$ cat src/hdl/asd_pkg.sv
// Shared constants and register codes for the accelerometer step detector.
`timescale 1ns / 1ps
`default_nettype none

package asd_pkg;

   // Default widths of the sample axes and the millisecond timestamp.
   localparam int ASD_SAMPLE_BITS = 13;
   localparam int ASD_TIME_BITS   = 48;

   // Fixed field widths.
   localparam int COUNT_W = 24;
   localparam int GAP_W   = 16;

   // Running average: new = (15 * old + mag) >> 4.
   localparam int AVG_SHIFT = 4;
   // Threshold margin: thr = avg + (avg >> 4).
   localparam int THR_SHIFT = 4;

   // Reset values.
   localparam int AVG_RESET = 1000000;
   localparam int GAP_RESET = 250;
   // The average must at least hold its reset value.
   localparam int AVG_MIN_W = $clog2(AVG_RESET + 1);

   // Saturation value of the step count.
   localparam logic [COUNT_W-1:0] COUNT_MAX = {COUNT_W{1'b1}};

   // Configuration port.
   localparam int CSR_INDEX_W = 1;
   localparam int CSR_DATA_W  = GAP_W;
   localparam logic [CSR_INDEX_W-1:0] REG_ENABLE  = 1'd0;
   localparam logic [CSR_INDEX_W-1:0] REG_MIN_GAP = 1'd1;

endpackage : asd_pkg

`default_nettype wire

$ cat src/hdl/asd_req_if.sv
// Sample channel: valid/ready handshake with three axes and a timestamp.
`timescale 1ns / 1ps
`default_nettype none

interface asd_req_if #(
   parameter int SAMPLE_BITS = asd_pkg::ASD_SAMPLE_BITS,
   parameter int TIME_BITS   = asd_pkg::ASD_TIME_BITS
);
   logic                          valid;
   logic                          ready;
   logic signed [SAMPLE_BITS-1:0] axis_x;
   logic signed [SAMPLE_BITS-1:0] axis_y;
   logic signed [SAMPLE_BITS-1:0] axis_z;
   logic [TIME_BITS-1:0]          sample_time_ms;

   modport source (output valid, axis_x, axis_y, axis_z, sample_time_ms, input ready);
   modport sink (input valid, axis_x, axis_y, axis_z, sample_time_ms, output ready);
endinterface : asd_req_if

`default_nettype wire

$ cat src/hdl/asd_rsp_if.sv
// Result channel: valid/ready handshake with the step flag and step count.
`timescale 1ns / 1ps
`default_nettype none

interface asd_rsp_if;
   logic                        valid;
   logic                        ready;
   logic                        step_seen;
   logic [asd_pkg::COUNT_W-1:0] step_total;

   modport source (output valid, step_seen, step_total, input ready);
   modport sink (input valid, step_seen, step_total, output ready);
endinterface : asd_rsp_if

`default_nettype wire

$ cat src/hdl/accel_step_detector.sv
// Top level of the accelerometer threshold-crossing step detector.
`timescale 1ns / 1ps
`default_nettype none

// Channel   Direction  Handshake     Payload
// req_chan  in         valid/ready   axis_x, axis_y, axis_z, sample_time_ms
// rsp_chan  out        valid/ready   step_seen, step_total
// csr_*     in         write enable  csr_index, csr_wdata
//
// One sample per clock is accepted unless a stalled result has filled the
// pipeline; each sample passes the input register, squares, magnitude sum,
// then the result register loaded by the state update.
// The step state recurrence (average, threshold, crossing, gap) closes
// within the last stage. Reset is synchronous and needs no clearing
// pass. A stalled result only blocks stages that are full: bubbles ahead
// of it are filled, so up to four transactions are held during a stall.

module accel_step_detector #(
   parameter int SAMPLE_BITS = asd_pkg::ASD_SAMPLE_BITS,
   parameter int TIME_BITS   = asd_pkg::ASD_TIME_BITS
) (
   input  wire logic                               clock,
   input  wire logic                               reset,
   asd_req_if.sink                                 req_chan,
   asd_rsp_if.source                               rsp_chan,
   input  wire logic                               csr_we,
   input  wire logic [asd_pkg::CSR_INDEX_W-1:0]    csr_index,
   input  wire logic [asd_pkg::CSR_DATA_W-1:0]     csr_wdata
);
   import asd_pkg::*;

   // Squared magnitude: three squares of 2^(S-1) at most stay below 2^(2S).
   localparam int MAG_W = 2 * SAMPLE_BITS;
   localparam int AVG_W = (MAG_W > AVG_MIN_W) ? MAG_W : AVG_MIN_W;
   localparam int ACC_W = AVG_W + AVG_SHIFT;
   localparam int THR_W = AVG_W + 1;

   // Pipeline valid bits and load enables.
   logic s0_valid_ff, s1_valid_ff, s2_valid_ff, s3_valid_ff;
   logic s0_load, s1_load, s2_load, s3_load;

   // Stage 0: registered sample.
   logic [SAMPLE_BITS-1:0] s0_x_ff, s0_y_ff, s0_z_ff;
   logic [TIME_BITS-1:0]   s0_time_ff;

   // Stage 1: registered squares.
   logic [SAMPLE_BITS-1:0] abs_x, abs_y, abs_z;
   logic [MAG_W-1:0]       s1_sq_x_ff, s1_sq_y_ff, s1_sq_z_ff;
   logic [MAG_W-1:0]       s1_sq_x_in, s1_sq_y_in, s1_sq_z_in;
   logic [TIME_BITS-1:0]   s1_time_ff;

   // Stage 2: registered magnitude.
   logic [MAG_W-1:0]       s2_mag_ff, s2_mag_in;
   logic [TIME_BITS-1:0]   s2_time_ff;

   // Stage 3: result registers.
   logic                   step_seen_ff, step_seen_in;
   logic [COUNT_W-1:0]     step_total_ff;

   // Configuration registers.
   logic                   enable_ff;
   logic [GAP_W-1:0]       min_gap_ff;

   // Detector state.
   logic [AVG_W-1:0]       avg_ff, avg_in;
   logic [MAG_W-1:0]       prev_mag_ff;
   logic [TIME_BITS-1:0]   last_step_ff;
   logic [COUNT_W-1:0]     count_ff, count_in;

   // State update terms.
   logic [ACC_W-1:0]       avg_acc;
   logic [THR_W-1:0]       thr;
   logic [THR_W-1:0]       mag_ext, prev_ext;
   logic [TIME_BITS-1:0]   gap;
   logic                   crossing, gap_ok;
   logic                   state_update;
   logic                   count_clear;

   // A stage loads when it is empty or its content moves on.
   assign s3_load = !s3_valid_ff || rsp_chan.ready;
   assign s2_load = !s2_valid_ff || s3_load;
   assign s1_load = !s1_valid_ff || s2_load;
   assign s0_load = !s0_valid_ff || s1_load;
   assign req_chan.ready = s0_load;

   // Valid bits of the pipeline.
   always_ff @(posedge clock) begin
      if (reset) begin
         s0_valid_ff <= 1'b0;
         s1_valid_ff <= 1'b0;
         s2_valid_ff <= 1'b0;
         s3_valid_ff <= 1'b0;
      end else begin
         if (s0_load) begin
            s0_valid_ff <= req_chan.valid;
         end
         if (s1_load) begin
            s1_valid_ff <= s0_valid_ff;
         end
         if (s2_load) begin
            s2_valid_ff <= s1_valid_ff;
         end
         if (s3_load) begin
            s3_valid_ff <= s2_valid_ff;
         end
      end
   end

   // Input register.
   always_ff @(posedge clock) begin
      if (s0_load) begin
         s0_x_ff    <= req_chan.axis_x;
         s0_y_ff    <= req_chan.axis_y;
         s0_z_ff    <= req_chan.axis_z;
         s0_time_ff <= req_chan.sample_time_ms;
      end
   end

   // Absolute values and squares; the most negative code maps to 2^(S-1).
   always_comb begin
      abs_x = s0_x_ff[SAMPLE_BITS-1] ? SAMPLE_BITS'(~s0_x_ff + 1'b1) : s0_x_ff;
      abs_y = s0_y_ff[SAMPLE_BITS-1] ? SAMPLE_BITS'(~s0_y_ff + 1'b1) : s0_y_ff;
      abs_z = s0_z_ff[SAMPLE_BITS-1] ? SAMPLE_BITS'(~s0_z_ff + 1'b1) : s0_z_ff;
      s1_sq_x_in = MAG_W'(abs_x) * MAG_W'(abs_x);
      s1_sq_y_in = MAG_W'(abs_y) * MAG_W'(abs_y);
      s1_sq_z_in = MAG_W'(abs_z) * MAG_W'(abs_z);
   end

   always_ff @(posedge clock) begin
      if (s1_load) begin
         s1_sq_x_ff <= s1_sq_x_in;
         s1_sq_y_ff <= s1_sq_y_in;
         s1_sq_z_ff <= s1_sq_z_in;
         s1_time_ff <= s0_time_ff;
      end
   end

   // Sum of the squares.
   assign s2_mag_in = s1_sq_x_ff + s1_sq_y_ff + s1_sq_z_ff;

   always_ff @(posedge clock) begin
      if (s2_load) begin
         s2_mag_ff  <= s2_mag_in;
         s2_time_ff <= s1_time_ff;
      end
   end

   // Average, threshold, crossing test and gap test for the sample in stage 2.
   always_comb begin
      avg_acc  = {avg_ff, {AVG_SHIFT{1'b0}}} - ACC_W'(avg_ff) + ACC_W'(s2_mag_ff);
      avg_in   = avg_acc[ACC_W-1:AVG_SHIFT];
      thr      = THR_W'(avg_in) + THR_W'(avg_in >> THR_SHIFT);
      mag_ext  = THR_W'(s2_mag_ff);
      prev_ext = THR_W'(prev_mag_ff);
      crossing = (mag_ext > thr) && (prev_ext <= thr);
      gap      = s2_time_ff - last_step_ff;
      gap_ok   = gap > TIME_BITS'(min_gap_ff);

      state_update = s2_valid_ff && s3_load && enable_ff;
      step_seen_in = enable_ff && crossing && gap_ok;
      count_in     = (step_seen_in && (count_ff != COUNT_MAX)) ? count_ff + 1'b1 : count_ff;
   end

   assign count_clear = csr_we && (csr_index == REG_ENABLE) && csr_wdata[0];

   // Configuration writes.
   always_ff @(posedge clock) begin
      if (reset) begin
         enable_ff  <= 1'b0;
         min_gap_ff <= GAP_W'(GAP_RESET);
      end else if (csr_we) begin
         unique case (csr_index)
            REG_ENABLE: begin
               enable_ff <= csr_wdata[0];
            end
            REG_MIN_GAP: begin
               min_gap_ff <= csr_wdata;
            end
            default: begin
            end
         endcase
      end
   end

   // Detector state; only enabled transactions update it, and a write of 1 to the enable register clears the count.
   always_ff @(posedge clock) begin
      if (reset) begin
         avg_ff       <= AVG_W'(AVG_RESET);
         prev_mag_ff  <= '0;
         last_step_ff <= '0;
         count_ff     <= '0;
      end else begin
         if (state_update) begin
            avg_ff      <= avg_in;
            prev_mag_ff <= s2_mag_ff;
            if (step_seen_in) begin
               last_step_ff <= s2_time_ff;
            end
         end
         priority if (count_clear) begin
            count_ff <= '0;
         end else if (state_update) begin
            count_ff <= count_in;
         end
      end
   end

   // Result register.
   always_ff @(posedge clock) begin
      if (s3_load && s2_valid_ff) begin
         step_seen_ff  <= step_seen_in;
         step_total_ff <= count_in;
      end
   end

   assign rsp_chan.valid      = s3_valid_ff;
   assign rsp_chan.step_seen  = step_seen_ff;
   assign rsp_chan.step_total = step_total_ff;

endmodule : accel_step_detector

`default_nettype wire
$ cat src/flat_wrapper.sv
// flat-port wrapper written by rule: the top's interface ports become plain ports
module accel_step_detector_flat import asd_pkg::*;
#(
   parameter int SAMPLE_BITS = asd_pkg::ASD_SAMPLE_BITS,
   parameter int TIME_BITS   = asd_pkg::ASD_TIME_BITS
)
  (clock, reset, csr_we, csr_index, csr_wdata, req_chan_valid, req_chan_axis_x, req_chan_axis_y, req_chan_axis_z, req_chan_sample_time_ms, req_chan_ready, rsp_chan_valid, rsp_chan_step_seen, rsp_chan_step_total, rsp_chan_ready);
  asd_req_if #(.SAMPLE_BITS(SAMPLE_BITS), .TIME_BITS(TIME_BITS)) req_chan_i ();
  asd_rsp_if rsp_chan_i ();
  input  wire logic clock;
  input  wire logic reset;
  input  wire logic csr_we;
  input  wire logic [asd_pkg::CSR_INDEX_W-1:0] csr_index;
  input  wire logic [asd_pkg::CSR_DATA_W-1:0] csr_wdata;
  input wire logic [$bits(req_chan_i.valid)-1:0] req_chan_valid;
  input wire logic [$bits(req_chan_i.axis_x)-1:0] req_chan_axis_x;
  input wire logic [$bits(req_chan_i.axis_y)-1:0] req_chan_axis_y;
  input wire logic [$bits(req_chan_i.axis_z)-1:0] req_chan_axis_z;
  input wire logic [$bits(req_chan_i.sample_time_ms)-1:0] req_chan_sample_time_ms;
  output wire logic [$bits(req_chan_i.ready)-1:0] req_chan_ready;
  output wire logic [$bits(rsp_chan_i.valid)-1:0] rsp_chan_valid;
  output wire logic [$bits(rsp_chan_i.step_seen)-1:0] rsp_chan_step_seen;
  output wire logic [$bits(rsp_chan_i.step_total)-1:0] rsp_chan_step_total;
  input wire logic [$bits(rsp_chan_i.ready)-1:0] rsp_chan_ready;
  assign req_chan_i.valid = req_chan_valid;
  assign req_chan_i.axis_x = req_chan_axis_x;
  assign req_chan_i.axis_y = req_chan_axis_y;
  assign req_chan_i.axis_z = req_chan_axis_z;
  assign req_chan_i.sample_time_ms = req_chan_sample_time_ms;
  assign req_chan_ready = req_chan_i.ready;
  assign rsp_chan_valid = rsp_chan_i.valid;
  assign rsp_chan_step_seen = rsp_chan_i.step_seen;
  assign rsp_chan_step_total = rsp_chan_i.step_total;
  assign rsp_chan_i.ready = rsp_chan_ready;
  accel_step_detector #(.SAMPLE_BITS(SAMPLE_BITS), .TIME_BITS(TIME_BITS)) u_core (.clock(clock), .reset(reset), .req_chan(req_chan_i), .rsp_chan(rsp_chan_i), .csr_we(csr_we), .csr_index(csr_index), .csr_wdata(csr_wdata));
endmodule
$ cat config.mk
export PLATFORM = sky130hd
export DESIGN_NAME = accel_step_detector_flat
export DESIGN_NICKNAME = d
export VERILOG_FILES = /design/src/hdl/asd_pkg.sv /design/src/hdl/asd_req_if.sv /design/src/hdl/asd_rsp_if.sv /design/src/hdl/accel_step_detector.sv /design/src/flat_wrapper.sv
export SDC_FILE = /design/constraint.sdc
export NUM_CORES = 2
export LEC_CHECK = 0
export BUFFER_PORTS_ARGS = -buffer_cell sky130_fd_sc_hd__buf_2
export CORE_MARGIN = 2
export CORE_UTILIZATION = 40
export DETAILED_ROUTE_END_ITERATION = 16
export HOLD_SLACK_MARGIN = 0.02
export SLEW_MARGIN = 5
export SYNTH_ARGS = -nofsm -noshare
export SYNTH_HDL_FRONTEND = slang
export SYNTH_SLANG_ARGS = --single-unit
export TNS_END_PERCENT = 20
$ cat constraint.sdc
create_clock -name clock -period 10.6 [get_ports clock]
set_input_delay 1.06 -clock clock [delete_from_list [all_inputs] [get_ports clock]]
set_output_delay 1.06 -clock clock [all_outputs]
set_load 0.01 [all_outputs]
==> results.sh <==
export IMPL_hold_violations=0
export IMPL_report_final_slew_viol_count=0
export IMPL_synthMuxAreaShare_pct=1.60
export IMPL_post_cts_setup_buffers=0
export IMPL_numCtsBuffers=51
export IMPL_vias_per_cell=5.04
export IMPL_grt_pass1_wl_mm=140
export IMPL_setup_worst_path_start_class="register"
export IMPL_grt_pass1_vias=26576
export IMPL_crit_path_max_incr_delay_ps=670
export IMPL_cp_max_fo=21
export IMPL_cts_sinks=454
export IMPL_yosys_top_cells_area="edfxtp_1 (25%), fa_1 (18%), ha_1 (13%), dfxtp_1 (7.7%), inv_1 (5.6%)"
export IMPL_worstHoldPathType="reg2reg"
export IMPL_yosysTopAreaCell="edfxtp_1"
export IMPL_io_pins=136
export IMPL_grt_overflow=0
export IMPL_maxCapViolations=0
export IMPL_drt_initial_drc_count=1456
export IMPL_crit_path_top_delay_cell="or3_2"
export IMPL_syn_avg_cell_area_um2=10.0
export IMPL_status="complete, no violations"
export IMPL_fin_util_pct=44.6
export IMPL_die_area_um2=96700
export IMPL_hold_buffers=0
export IMPL_ctsHtreeMaxLevel=2
export IMPL_coreArea_um2=93300
export IMPL_yosys_top_cells_count="inv_1 (558), ha_1 (383), nor2_1 (382)"
export IMPL_cp_end_kind="register"
export IMPL_syn_to_final_growth_pct=10.4
export IMPL_fp_row_count=112
export IMPL_drt_wl_total_mm=84.8
export IMPL_yosysSeqAreaShare_pct=32.3
export IMPL_cts_resized=0
export IMPL_yosysMostFrequentCell="inv_1"
export IMPL_synth_edff_count=309
export IMPL_drc=0
export IMPL_die_h_um=311
export IMPL_portBuffers=135
export IMPL_vias=26277
export IMPL_fin_crit_sh_pct=88.4
export IMPL_clk_path_buf_depth=3
export IMPL_place_hpwl_mm=66.9
export IMPL_worstMarginPinSlew_ps=1200
export IMPL_yosysUniqueCellTypes=91
export IMPL_synthArstFlopShare_pct=0
export IMPL_regToRegSetupSlack_ps=1230
export IMPL_clk_pin_slew_worst_paths_ps=60
export IMPL_drive_gt1_share_pct=7.85
export IMPL_antenna_left=0
export IMPL_yosys_area_top_type_share_pct=24.6
export IMPL_max_freq_ghz=0.107
export IMPL_yosys_most_used_dff="edfxtp_1"
export IMPL_slew_headroom_pct=20.1
export IMPL_synth_top_family_by_area="adder cells"
export IMPL_synthAdderAreaFrac_pct=30.8
export IMPL_synth_warnings=0
export IMPL_firstDrtPassIters=5
export IMPL_setup_viol=0
export IMPL_synth_simple_area_share_pct=12.2
export IMPL_initial_core_util_pct=40.4
export IMPL_ys_seq_elements=454
export IMPL_arrival_ps=9850
export IMPL_synth_xor_area_share_pct=5.27
export IMPL_antenna_found_initial=2
export IMPL_rsz0062_at_grt="false"
export IMPL_synth_compound_area_share_pct=11.0
export IMPL_final_nets=4750
export IMPL_die_x_um=311
export IMPL_cts_tree="done"
export IMPL_required_ps=11080
export IMPL_clock_skew_ps=70.3
export IMPL_period_needed_ps=9370
export IMPL_root_buffer="clkbuf_16"
export IMPL_synthesis_area_um2=37700
export IMPL_crit_type="reg2reg"
export IMPL_netlist_instances=3770
export IMPL_wl_per_cell_um=16.3
export IMPL_routabilityCongestion=0.883
export IMPL_fin_setup_tns_ps=0
export IMPL_antennaDiodeCount=0
export IMPL_grt_util_all_layers_pct=17.9
export IMPL_clk_latency_ps=650
export IMPL_grt_max_degree=77
==> cells by family after synthesis <==
| group | count (synthesis) |
|---|---|
| AND/OR/NAND/NOR | 1008 |
| adder cells (fa/ha/maj) | 724 |
| buffers and inverters | 661 |
| AO/OA/AOI/OAI | 635 |
| flip-flops | 454 |
| XOR/XNOR | 226 |
| multiplexers | 60 |
| other | 2 |
==> stage by stage <==
| step | hold slack (ps) | setup slack (ps) | area [um^2] | std cells |
|---|---|---|---|---|
| after floorplan | 400 | 2790 | 37800 | 3797 |
| after global placement | 402 | 1240 | 39900 | 5119 |
| after detailed placement | 405 | 1050 | 39900 | 5119 |
| after CTS | 390 | 1050 | 41600 | 5215 |
| after global routing | 404 | 276 | 41600 | 5215 |
| final | 396 | 1230 | 41600 | 5215 |
==> critical path, delay by kind of cell (launching register included) <==
family	cells	cell delay, ps
compound gates	20	4230
xor+xnor	2	430
fa+ha+maj	4	1450
buf+inv	2	730
flops	1	460
simple gates	9	1930
==> routing by layer <==
layer,GRT usage [%],routed length [um]
met5,0,0
met4,5.24,2220
met3,2.33,3470
met2,29.8,40000
met1,24.3,39000
==> flip-flops by register name, indices dropped and copies added (netlist names), 13 cells and up <==
register                    cells
u_core.s0_time_ff              48
u_core.last_step_ff            48
u_core.count_ff                24
u_core.s2_time_ff              48
u_core.s0_x_ff                 13
u_core.s1_sq_x_ff              25
u_core.s1_sq_z_ff              25
u_core.avg_ff                  26
u_core.s0_z_ff                 13
u_core.prev_mag_ff             26
u_core.rsp_chan.step_total     24
u_core.s0_y_ff                 13
u_core.s2_mag_ff               26
u_core.min_gap_ff              16
u_core.s1_sq_y_ff              25
u_core.s1_time_ff              48
==> layout by cell type (no fill, tap or decap), types with 38 or more instances in the layout <==
cell type,netlist,routed
dfxtp_1,145,145
nor2_1,382,382
ha_1,383,383
o21ai_0,95,95
nor3_1,44,44
o21bai_1,43,43
xor2_1,84,83
fa_1,340,340
xnor2_1,141,141
nand3_1,49,49
a21oi_1,216,216
a21o_1,65,65
mux2i_1,57,57
inv_1,558,557
edfxtp_1,309,309
clkbuf_16,0,51
and3_1,39,38
nand2_1,294,292
buf_2,10,134
==> cell type report <==
| type | count | area (um^2) |
|---|---|---|
| inverter | 561 | 2110 |
| clock buffer | 60 | 1330 |
| clock inverter | 36 | 402 |
| multi-input combinational | 2682 | 23100 |
| tap | 1254 | 1570 |
| fill | 8997 | 51700 |
| sequential | 454 | 12200 |
| timing repair buffer | 168 | 926 |
==> path summary, 6_finish.rpt <==
| path | from | cells past startpoint | to |
|---|---|---|---|
| setup / recovery | u_core.s2_mag_ff[4] | 37 | u_core.count_ff[8] |
| hold / removal | u_core.s1_time_ff[33] | 0 | u_core.s2_time_ff[33] |
| setup reg to reg | u_core.s2_mag_ff[4] | 37 | u_core.count_ff[8] |
| hold reg to reg | u_core.s1_time_ff[33] | 0 | u_core.s2_time_ff[33] |
Power is left out: the tool's default activity adds up to more than one toggle a clock period on the data nets, which glitch-free logic cannot reach.
